`src/hdl/dcp_pkg.sv`:
```
`default_nettype none
package dcp_pkg;

  localparam int COORD_W   = 32;
  localparam int MASS_W    = 32;
  localparam int REST_W    = 31;
  localparam int STIFF_W   = 17;
  localparam int EPS_W     = 16;
  localparam int CFG_IDX_W = 1;

  // Configuration register indexes.
  localparam logic [CFG_IDX_W-1:0] CFG_STIFFNESS      = 1'b0;
  localparam logic [CFG_IDX_W-1:0] CFG_LENGTH_EPSILON = 1'b1;

  localparam logic [STIFF_W-1:0] STIFF_RESET = 17'd65536;
  localparam logic [STIFF_W-1:0] K_ONE       = 17'd65536;
  localparam logic [STIFF_W-1:0] K_RIGID     = 17'd16384;
  localparam logic [EPS_W-1:0]   EPS_RESET   = 16'd1;

  localparam int MAG_W   = 32;   // |a - b| per axis
  localparam int SUMSQ_W = 66;   // sum of squares, Q34.32
  localparam int LEN_W   = 33;   // floor square root
  localparam int ROOT_W  = 34;   // square root working register
  localparam int DEN_W   = 34;   // len + epsilon
  localparam int ERR_W   = 33;   // |len - rest|
  localparam int CM_W    = 34;   // correction magnitude per axis
  localparam int FRAC_W  = 17;   // quotients and scales, at most 1.0 in Q1.16
  localparam int DIVN_W  = 49;   // divider dividend
  localparam int DIVD_W  = 34;   // divider divisor

  localparam int SQRT_STAGES = 17;  // 33 root bits, two per stage
  localparam int DIV_STAGES  = 9;   // 17 quotient bits, two per stage

  typedef struct packed {
    logic signed [COORD_W-1:0] point_a_x;
    logic signed [COORD_W-1:0] point_a_y;
    logic signed [COORD_W-1:0] point_a_z;
    logic signed [COORD_W-1:0] point_b_x;
    logic signed [COORD_W-1:0] point_b_y;
    logic signed [COORD_W-1:0] point_b_z;
    logic        [MASS_W-1:0]  inv_mass_a;
    logic        [MASS_W-1:0]  inv_mass_b;
    logic        [REST_W-1:0]  rest_length;
    logic                      rigid_body;
  } in_t;

  typedef struct packed {
    logic signed [COORD_W-1:0] new_a_x;
    logic signed [COORD_W-1:0] new_a_y;
    logic signed [COORD_W-1:0] new_a_z;
    logic signed [COORD_W-1:0] new_b_x;
    logic signed [COORD_W-1:0] new_b_y;
    logic signed [COORD_W-1:0] new_b_z;
    logic                      massless_flag;
  } out_t;

endpackage
`default_nettype wire

```
`src/hdl/dcp_sqrt.sv`:
```
`default_nettype none
// Pipelined digit-by-digit floor square root, two result bits per stage.
module dcp_sqrt (
  input  wire logic                          clk,
  input  wire logic                          en,
  input  wire logic [dcp_pkg::SUMSQ_W-1:0]   rad,
  output logic      [dcp_pkg::LEN_W-1:0]     root
);

  localparam int NS = dcp_pkg::SQRT_STAGES;
  localparam int RW = dcp_pkg::SUMSQ_W;
  localparam int TW = dcp_pkg::ROOT_W;
  localparam int MW = TW + 1;          // partial remainder width
  localparam int STEPS = RW / 2;

  logic [RW-1:0] rad_in   [NS];
  logic [MW-1:0] rem_in   [NS];
  logic [TW-1:0] root_in  [NS];
  logic [RW-1:0] rad_nxt  [NS];
  logic [MW-1:0] rem_nxt  [NS];
  logic [TW-1:0] root_nxt [NS];
  logic [RW-1:0] rad_r    [NS];
  logic [MW-1:0] rem_r    [NS];
  logic [TW-1:0] root_r   [NS];

  for (genvar s = 0; s < NS; s++) begin : g_stage
    if (s == 0) begin : g_first
      assign rad_in[s]  = rad;
      assign rem_in[s]  = '0;
      assign root_in[s] = '0;
    end else begin : g_next
      assign rad_in[s]  = rad_r[s-1];
      assign rem_in[s]  = rem_r[s-1];
      assign root_in[s] = root_r[s-1];
    end

    always_comb begin
      logic [MW+1:0] cur;
      logic [MW+1:0] trial;
      rad_nxt[s]  = rad_in[s];
      rem_nxt[s]  = rem_in[s];
      root_nxt[s] = root_in[s];
      for (int t = 0; t < 2; t++) begin
        if (s * 2 + t < STEPS) begin
          cur        = {rem_nxt[s], rad_nxt[s][RW-1:RW-2]};
          rad_nxt[s] = {rad_nxt[s][RW-3:0], 2'b00};
          trial      = (MW+2)'({root_nxt[s], 2'b01});
          if (cur >= trial) begin
            cur         = cur - trial;
            root_nxt[s] = {root_nxt[s][TW-2:0], 1'b1};
          end else begin
            root_nxt[s] = {root_nxt[s][TW-2:0], 1'b0};
          end
          rem_nxt[s] = cur[MW-1:0];
        end
      end
    end

    always_ff @(posedge clk) begin
      if (en) begin
        rad_r[s]  <= rad_nxt[s];
        rem_r[s]  <= rem_nxt[s];
        root_r[s] <= root_nxt[s];
      end
    end
  end

  assign root = root_r[NS-1][dcp_pkg::LEN_W-1:0];

endmodule
`default_nettype wire
```
`config.mk`:
```
export PLATFORM = sky130hd
export DESIGN_NAME = dcp_sqrt
export DESIGN_NICKNAME = d
export VERILOG_FILES = /design/src/hdl/dcp_pkg.sv /design/src/hdl/dcp_sqrt.sv
export SDC_FILE = /design/constraint.sdc
export NUM_CORES = 2
export LEC_CHECK = 0
export BUFFER_PORTS_ARGS = -buffer_cell sky130_fd_sc_hd__buf_4
export CORE_MARGIN = 1
export CORE_UTILIZATION = 45
export DETAILED_ROUTE_END_ITERATION = 6
export GPL_ROUTABILITY_DRIVEN = 1
export PLACE_DENSITY = 0.61
export SKIP_CTS_REPAIR_TIMING = 1
export SLEW_MARGIN = 10
export SYNTH_ARGS = -nofsm -noshare
export SYNTH_HDL_FRONTEND = slang
export SYNTH_SLANG_ARGS = --single-unit
```
`constraint.sdc`:
```
create_clock -name clk -period 14.6 [get_ports clk]
set_input_delay 2.92 -clock clk [delete_from_list [all_inputs] [get_ports clk]]
set_output_delay 2.92 -clock clk [all_outputs]
set_load 0.01 [all_outputs]
```
==> metrics.yaml <==
antenna_found_initial: 6
io_buffer_count: 100
startpoint_type: "flop"
syn_avg_cell_area_um2: 10.1
nNetsFinal: 9483
p_int_uw: 10800
path_delay_family: "simple AND/OR/NAND/NOR gates"
vias: 67156
finalHoldViolCount: 0
gp_congestion: 0.929
layout_common_cells: "edfxtp_1 (1353), a21oi_1 (741), nor2_1 (735), nand2_1 (661), ha_1 (593)"
design.core.area_um2: 195000
dp_hpwl_mm: 191
grt_pass1_wl_mm: 375
grt_use_total_pct: 24.1
cp_max_fo: 46
fmax_ghz: 0.131
worst-slew-pin-transition_ps: 1240
vdd_drop_max_uv: 118
report.final.slew_viol_count: 0
status: "finished with violations"
skew_ps: 55.5
die_h_um: 445
clockBufferDepth: 3
arrival_ps: 8170
ys_types: 105
fill_cells: 17982
final_common_cell: "edfxtp_1"
p_seq_share_pct: 32.7
synth.yosys.warnings: 0
final.min_clock_period_ps: 7620
ys_ff_latch: 1353
synth_cells: 8768
slew_headroom_pct: 17.2
p_per_area_nw_per_um2: 184
tns_ps: 0
syn2layout_area_growth_pct: 9.87
clock-sinks: 1353
cts.clk_slew.worst_paths_ps: 60
synthArstFlopShare_pct: 0
drt_drc_violations_left: 3
critical_path_class: "reg2reg"
violations: "DRC"
drtIter0Drc: 5654
drv_cap: 0
worstSkewPairLatency_ps: 820
pwr-share-clk_pct: 22.1
min_path_type: "reg2reg"
syn_area_um2: 88400
ios: 101
dr.pass1.iters: 7
p_leak_uw: 0.0378
crit_chain: "ha_1 -> o21ai_0 -> a22oi_1 -> nor4bb_1 -> o2bb2ai_1 -> or2_2 -> inv_2 -> nand2_1 -> o21ai_0 -> ha_1 -> and4_1 -> nand3_1 -> or3_1 -> nor3_1 -> nor3b_1 -> o41a_1 -> o2111a_1 -> nand4_1 -> buf_4 -> or3b_2 -> nor4_1 -> xnor2_1"
end_kind: "flop"
initial_core_util_pct: 45.3
layout-drive-gt1-share_pct: 6.72
die_x_um: 445
required_ps: 15160
synth-seq-area-share_pct: 46.0
rsz0062_at_grt: "false"
row_count: 162
cts_tree: "done"
slowest_delay_ps: 640
root_buffer: "clkbuf_16"
synth_edf_count: 1353
swShare_pct: 39.6
htreeDepth: 4
fin_crit_sh_pct: 52.2
dieArea_um2: 198000
p_switching_uw: 7060
drtAntennaViolNets: 0
p_total_uw: 17800
via_per_inst: 5.80
synth-main-ff-cell: "edfxtp_1"
setup_viol_count_final: 0
cp_num_buf_inv: 2
slowest_stage: "or2_2"
combPwrFrac_pct: 45.2
grt_max_degree: 182
overflow: 0
cts_made_buffers: 153
drt_wl_total_mm: 245
wl_per_cell_um: 21.2
grt_pass1_vias: 64958
## state kept, by name (all words and copies together) (netlist names)
register,count
rem_r,536
rad_r,512
root_r,305
## path summary, 6_finish.rpt
kind                                 from                      end  slack (ps)  depth (start not counted)
hold reg to reg   rad_r[0][161]$_DFFE_PP_  rad_r[0][229]$_DFFE_PP_         410                          0
hold / removal    rad_r[0][161]$_DFFE_PP_  rad_r[0][229]$_DFFE_PP_         410                          0
setup reg to reg  rem_r[0][395]$_DFFE_PP_  rem_r[0][454]$_DFFE_PP_        6980                         22
setup / recovery  rem_r[0][395]$_DFFE_PP_  rem_r[0][454]$_DFFE_PP_        6980                         22
## worst reg2reg max path, cell delays in order (launching register included)
cell and delay, ps:
edfxtp_1 390, ha_1 430, o21ai_0 130, a22oi_1 360
nor4bb_1 340, o2bb2ai_1 290, or2_2 640, inv_2 450
nand2_1 170, o21ai_0 150, ha_1 440, and4_1 280
nand3_1 160, or3_1 400, nor3_1 400, nor3b_1 120
o41a_1 470, o2111a_1 300, nand4_1 90, buf_4 440
or3b_2 530, nor4_1 290, xnor2_1 100
## layout make-up
type / count / area [µm²] / area share, %
diodes: 2 / 5.00 / 0.00515
well taps: 2624 / 3280 / 3.38
multi-input cells: 6652 / 44800 / 46.2
clock inverters: 109 / 1360 / 1.40
inverters: 517 / 1940 / 2.00
clock buffers: 173 / 3900 / 4.02
repair buffers: 145 / 1160 / 1.19
flip-flops and latches: 1353 / 40600 / 41.8
## synth_stat cells (174+ instances only)
master,instances,area [µm²]
edfxtp_1,1353,40600
a21oi_1,741,3710
nor2_1,736,2760
nand2_1,661,2480
ha_1,593,7420
xnor2_1,537,4700
inv_1,506,1900
o21ai_0,412,2060
a21o_1,279,2090
xor2_1,271,2370
nor3_1,230,1150
nand3_1,210,1050
clkbuf_1,174,653
## logic make-up (layout without fill, tap and decap cells)
group	Yosys count	in the layout	synth area share [%]
and+or+nand+nor	2879	2879	16.5
AOI/OAI and AO/OA	2246	2246	16.3
DFF	1353	1353	46.0
xor gates and xnor gates	809	809	8.02
buffers and inverters	766	944	3.34
adders and majority gates	593	593	8.39
muxes	121	121	1.52
other	1	6	0.00424
## routing by layer
| metal | track usage (%) | part of all wire (%) |
|---|---|---|
| met5 | 0 | 0.0041 |
| met4 | 8.27 | 3.4 |
| met3 | 2.76 | 4.2 |
| met2 | 42.5 | 50 |
| met1 | 30.4 | 43 |
## power groups by stage
| stage | sequential (µW) | combinational (µW) | clock (µW) |
|---|---|---|---|
| after floorplan | 5570 | 6030 | 0 |
| after global placement | 5910 | 7920 | 0 |
| after detailed placement | 5910 | 7950 | 0 |
| after CTS | 5840 | 8000 | 4060 |
| after global routing | 5890 | 8880 | 4190 |
| final | 5830 | 8060 | 3940 |
## metrics by stage
stage	utilization, %	setup WS, ps	hold WS [ps]	instances	area [µm²]
2_1_floorplan	-	8550	400	8771	88400
3_3_place_gp	47.1	7110	400	11291	91800
3_5_place_dp	47.1	7020	405	11291	91800
4_1_cts	49.8	7040	403	11573	97100
5_1_grt	49.8	6450	409	11574	97100
6_report	49.8	6980	407	11575	97100
Note: power is estimated with default switching activity, not from simulation.
