$ cat config.mk
export PLATFORM = sky130hd
export DESIGN_NAME = dcp_div
export DESIGN_NICKNAME = d
export VERILOG_FILES = /design/src/hdl/dcp_pkg.sv /design/src/hdl/dcp_div.sv
export SDC_FILE = /design/constraint.sdc
export NUM_CORES = 2
export LEC_CHECK = 0
export BUFFER_PORTS_ARGS = -buffer_cell sky130_fd_sc_hd__buf_2
export CORE_MARGIN = 3
export CORE_UTILIZATION = 50
export CTS_CLUSTER_DIAMETER = 50
export CTS_CLUSTER_SIZE = 20
export DETAILED_ROUTE_END_ITERATION = 12
export GPL_TIMING_DRIVEN = 0
export PLACE_DENSITY_LB_ADDON = 0.15
export RECOVER_POWER = 50
export REMOVE_ABC_BUFFERS = 1
export SLEW_MARGIN = 40
export SYNTH_ARGS = -nofsm -noshare
export SYNTH_HDL_FRONTEND = slang
export SYNTH_SLANG_ARGS = --single-unit
export TNS_END_PERCENT = 1
$ cat constraint.sdc
create_clock -name clk -period 8.41 [get_ports clk]
set_input_delay 0.4205 -clock clk [delete_from_list [all_inputs] [get_ports clk]]
set_output_delay 0.4205 -clock clk [all_outputs]
set_load 0.03 [all_outputs]
$ cat src/hdl/dcp_pkg.sv
`default_nettype none
package dcp_pkg;

  localparam int COORD_W   = 32;
  localparam int MASS_W    = 32;
  localparam int REST_W    = 31;
  localparam int STIFF_W   = 17;
  localparam int EPS_W     = 16;
  localparam int CFG_IDX_W = 1;

  // Configuration register indexes.
  localparam logic [CFG_IDX_W-1:0] CFG_STIFFNESS      = 1'b0;
  localparam logic [CFG_IDX_W-1:0] CFG_LENGTH_EPSILON = 1'b1;

  localparam logic [STIFF_W-1:0] STIFF_RESET = 17'd65536;
  localparam logic [STIFF_W-1:0] K_ONE       = 17'd65536;
  localparam logic [STIFF_W-1:0] K_RIGID     = 17'd16384;
  localparam logic [EPS_W-1:0]   EPS_RESET   = 16'd1;

  localparam int MAG_W   = 32;   // |a - b| per axis
  localparam int SUMSQ_W = 66;   // sum of squares, Q34.32
  localparam int LEN_W   = 33;   // floor square root
  localparam int ROOT_W  = 34;   // square root working register
  localparam int DEN_W   = 34;   // len + epsilon
  localparam int ERR_W   = 33;   // |len - rest|
  localparam int CM_W    = 34;   // correction magnitude per axis
  localparam int FRAC_W  = 17;   // quotients and scales, at most 1.0 in Q1.16
  localparam int DIVN_W  = 49;   // divider dividend
  localparam int DIVD_W  = 34;   // divider divisor

  localparam int SQRT_STAGES = 17;  // 33 root bits, two per stage
  localparam int DIV_STAGES  = 9;   // 17 quotient bits, two per stage

  typedef struct packed {
    logic signed [COORD_W-1:0] point_a_x;
    logic signed [COORD_W-1:0] point_a_y;
    logic signed [COORD_W-1:0] point_a_z;
    logic signed [COORD_W-1:0] point_b_x;
    logic signed [COORD_W-1:0] point_b_y;
    logic signed [COORD_W-1:0] point_b_z;
    logic        [MASS_W-1:0]  inv_mass_a;
    logic        [MASS_W-1:0]  inv_mass_b;
    logic        [REST_W-1:0]  rest_length;
    logic                      rigid_body;
  } in_t;

  typedef struct packed {
    logic signed [COORD_W-1:0] new_a_x;
    logic signed [COORD_W-1:0] new_a_y;
    logic signed [COORD_W-1:0] new_a_z;
    logic signed [COORD_W-1:0] new_b_x;
    logic signed [COORD_W-1:0] new_b_y;
    logic signed [COORD_W-1:0] new_b_z;
    logic                      massless_flag;
  } out_t;

endpackage
`default_nettype wire

$ cat src/hdl/dcp_div.sv
`default_nettype none
// Pipelined restoring divider. The dividend must be below divisor * 2^FRAC_W,
// so the quotient fits FRAC_W bits and the upper dividend bits start as remainder.
module dcp_div (
  input  wire logic                          clk,
  input  wire logic                          en,
  input  wire logic [dcp_pkg::DIVN_W-1:0]    dividend,
  input  wire logic [dcp_pkg::DIVD_W-1:0]    divisor,
  output logic      [dcp_pkg::FRAC_W-1:0]    quot
);

  localparam int NS = dcp_pkg::DIV_STAGES;
  localparam int QB = dcp_pkg::FRAC_W;
  localparam int DW = dcp_pkg::DIVD_W;
  localparam int NW = dcp_pkg::DIVN_W;

  logic [DW-1:0] rem_in  [NS];
  logic [QB-1:0] low_in  [NS];
  logic [QB-1:0] q_in    [NS];
  logic [DW-1:0] d_in    [NS];
  logic [DW-1:0] rem_nxt [NS];
  logic [QB-1:0] low_nxt [NS];
  logic [QB-1:0] q_nxt   [NS];
  logic [DW-1:0] rem_r   [NS];
  logic [QB-1:0] low_r   [NS];
  logic [QB-1:0] q_r     [NS];
  logic [DW-1:0] d_r     [NS];

  for (genvar s = 0; s < NS; s++) begin : g_stage
    if (s == 0) begin : g_first
      assign rem_in[s] = DW'(dividend[NW-1:QB]);
      assign low_in[s] = dividend[QB-1:0];
      assign q_in[s]   = '0;
      assign d_in[s]   = divisor;
    end else begin : g_next
      assign rem_in[s] = rem_r[s-1];
      assign low_in[s] = low_r[s-1];
      assign q_in[s]   = q_r[s-1];
      assign d_in[s]   = d_r[s-1];
    end

    always_comb begin
      logic [DW:0] cand;
      rem_nxt[s] = rem_in[s];
      low_nxt[s] = low_in[s];
      q_nxt[s]   = q_in[s];
      for (int t = 0; t < 2; t++) begin
        if (s * 2 + t < QB) begin
          cand       = {rem_nxt[s], low_nxt[s][QB-1]};
          low_nxt[s] = {low_nxt[s][QB-2:0], 1'b0};
          if (cand >= {1'b0, d_in[s]}) begin
            cand       = cand - {1'b0, d_in[s]};
            q_nxt[s]   = {q_nxt[s][QB-2:0], 1'b1};
          end else begin
            q_nxt[s]   = {q_nxt[s][QB-2:0], 1'b0};
          end
          rem_nxt[s] = cand[DW-1:0];
        end
      end
    end

    always_ff @(posedge clk) begin
      if (en) begin
        rem_r[s] <= rem_nxt[s];
        low_r[s] <= low_nxt[s];
        q_r[s]   <= q_nxt[s];
        d_r[s]   <= d_in[s];
      end
    end
  end

  assign quot = q_r[NS-1];

endmodule
`default_nettype wire

==> impl_results.md <==
* Status: complete, but fails checks
* Failing checks: max-capacitance violations, max-slew violations
* Ant. Diodes at 0
* Commonest non-fill, non-tap cell in the layout: edfxtp_1
* Final Non-Filler Cells at about 7300
* Ys flop type: edfxtp_1
* Initial Utilization at 0.505
* Syn avg cell area at ~10 um^2
* Largest net degree at the start of global routing at around 110
* Post-layout min period at slightly above 8 ns
* Least-Margin Pin Slew at slightly below 4 ns
* Startpoint types: register
* M2 GR Usage at 0.468
* Register area at 0.0209 mm^2
* Cells after Synth at between 5000 and 6000
* Vias/cell at approximately 5.7
* Leading area contributor after synthesis: edfxtp_1
* Root Driver: clkbuf_16
* M3 GR Usage at 0.0211
* Placer's final routability congestion estimate at ~0.95
* Iter 0 DRT Violations at approximately 1600
* Die X at roughly 340 um
* Clk buf depth at 3
* Die area at approximately 0.12 mm^2
* Detailed Place HPWL at 116 mm
* Peak Freq at roughly 0.12 GHz
* Clock Pin Slew Worst Setup and Hold Paths at approximately 0.070 ns
* Cell repeated most along the worst path: buf_2
* Period Utilization, post-route at 0.970
* WS Path Type: reg2reg
* Worst-Skew Late Latency at between 0.6 and 0.7 ns
* First-pass GRT wire length at around 220 mm
* Placed cell count at roughly 7100
* Die height at 341 um
* Final Hold Viols at 0
* Synth-to-layout area growth at 10.9%
* DRC Markers at 0
* CP required at roughly 9 ns
* CP delay by family, top: compound AO/OA/AOI/OAI gates
* Leading cell types in the layout, fill and taps excluded: edfxtp_1 (697), ha_1 (577), a21oi_1 (507)
* Met1 usage at 0.232
* IO Pins at between 100 and 150
* Fraction of layout cells with a size suffix above 1 at 0.118
* Post-synth top area share at 0.374
* Setup_tns at 0 ns
* Slew Viols, Final at 172
* Slowest CP cell: edfxtp_1
* DR pass1 iterations at 5
* Yosys warnings at 0
* Async set or reset register ratio after synthesis at 0
* #FFs+latches synth at 697
* Core box area at 0.111 mm^2
* Drt total wl at roughly 140 mm
* Hold_ws at 0.146 ns
* CP endpoint kind: register
* Total clock sinks at around 700
* Mapped cell area at roughly 0.056 mm^2
* Overflow after GRT at 0
* Synth top area cells: edfxtp_1 (37%), ha_1 (13%), mux2_2 (5.4%)
* CTS tree: built
* Number of global-route vias before repair at approximately 43000
* Port bufs at about 100
* Unrepaired setup endpoints after global routing: yes
* Seq/Total Area, Yosys at 0.374
* Number of antenna violations at the first check in global routing at 1
* Number of synthesized flops with an enable pin at ~700
* Crit path largest cell delay at 0.62 ns
* Slew HR at -1.58
* Max Cap Violations at 2
* Final Skew at ~0.033 ns
* Fillers at between 9000 and 10000
* HP Class: in2reg
* # rows at roughly 120
* Critical Path Fanout Max at 9
* Setup violators final at 0
* Buf+Inv Stages, Crit Path at 9
* Final nets at around 6400
* H-tree levels at 3
* Routed Antenna Nets at 0
* Via count at ~42000
* GRT Total Usage at 0.239
* Synth unique cells at 94
* CTS Buf Count at 88
* Wirelength per Cell at roughly 19 um
* Grt peak-use layer: met2
* CP arrival at 8.57 ns
* Area of the multi-input gates at roughly 0.033 mm^2
area by class of cell:
type                            count  area share
Clock inverter                     66      0.0121
Timing Repair Buffer              197      0.0234
Tap cell                         1488      0.0300
Inverter                          478      0.0293
Sequential cell                   697       0.337
Multi-Input combinational cell   4299       0.531
Clock buffer                       95      0.0369
cell families (layout without fill, tap and decap cells):
| group | after synthesis | count (layout) | synth area share |
|---|---|---|---|
| AO/OA/AOI/OAI | 1628 | 1628 | 0.188 |
| XOR/XNOR | 455 | 455 | 0.0711 |
| adder cells (fa/ha/maj) | 593 | 593 | 0.135 |
| buffers and inverters | 605 | 836 | 0.0427 |
| flip-flops | 697 | 697 | 0.374 |
| multiplexers | 386 | 386 | 0.0820 |
| AND/OR/NAND/NOR | 1237 | 1237 | 0.109 |
layer usage:
| metal | share of wire | wire length (um) | up-vias |
|---|---|---|---|
| met4 | 0.082 | 11500 | 0 |
| met5 | 0 | 0 | - |
| met3 | 0.022 | 3030 | 345 |
| met1 | 0.37 | 51400 | 19500 |
| met2 | 0.53 | 74800 | 681 |
| li1 | - | - | 21200 |
registers in the layout (all words and copies together), names as in the netlist:
name / flops
q_r: 89
low_r: 64
d_r: 272
rem_r: 272
synthesized netlist by cell type (11+ instances only):
cell type	n
edfxtp_1	697
ha_1	577
a21oi_1	511
inv_1	473
nor2_1	346
xnor2_1	307
o21ai_0	296
a21o_1	283
nand2_1	279
mux2_2	268
xor2_1	148
nand4_1	97
nand3_1	93
nor2b_1	83
o21a_1	81
clkbuf_1	77
mux2_4	77
nor3_1	72
nand2b_1	69
o21bai_1	62
and3_1	53
a31oi_1	50
o211ai_1	35
o31ai_1	35
a211oi_1	32
buf_2	32
mux2i_1	32
or3_1	31
and2_1	22
nor4_1	21
a221oi_1	18
and4_1	17
or2_2	17
a211o_1	16
fa_1	16
o31a_1	16
a21boi_0	14
a221o_1	13
a41oi_1	13
o21ai_1	13
a31o_2	12
o22ai_1	12
buf_6	11
o211a_1	11
what timing repair did:
action | in CTS | in global routing
hold buffers | 49 | 0
hold endpoints to repair | 49 | 0
resized for setup | 12 | 25
pin swaps | 3 | 3
buffers inserted | 9 | 0
setup endpoints to repair | 169 | 171
stage by stage:
| step | setup WS, ns | util | area (um^2) |
|---|---|---|---|
| final | 0.251 | 0.560 | 62100 |
| after global routing | -0.181 | 0.560 | 62100 |
| after floorplan | 0.00226 | - | 55400 |
| after detailed placement | -0.934 | 0.527 | 58400 |
| after global placement | -4.25 | 0.521 | 57800 |
| after CTS | 0.00898 | 0.560 | 62100 |
worst register-to-register path, delay by kind of cell (launching register included):
family          cells  cell delay [ns]
simple gates        3             0.50
flops               1             0.62
buf+inv             9             1.75
compound gates     15             3.79
fa+ha+maj           2             0.57
mux                 2             0.67
path summary, 6_finish.rpt:
check | from | endpoint | depth (start not counted) | slack, ns
worst max-delay path | low_r[0][111] | rem_r[0][268] | 31 | 0.25
worst min-delay path | dividend[15] | rem_r[0][0] | 3 | 0.15
worst max register to register | low_r[0][111] | rem_r[0][268] | 31 | 0.25
worst min register to register | low_r[0][7] | low_r[0][25] | 0 | 0.40
Power is left out: the tool's default activity adds up to more than one toggle a clock period on the data nets, which glitch-free logic cannot reach.
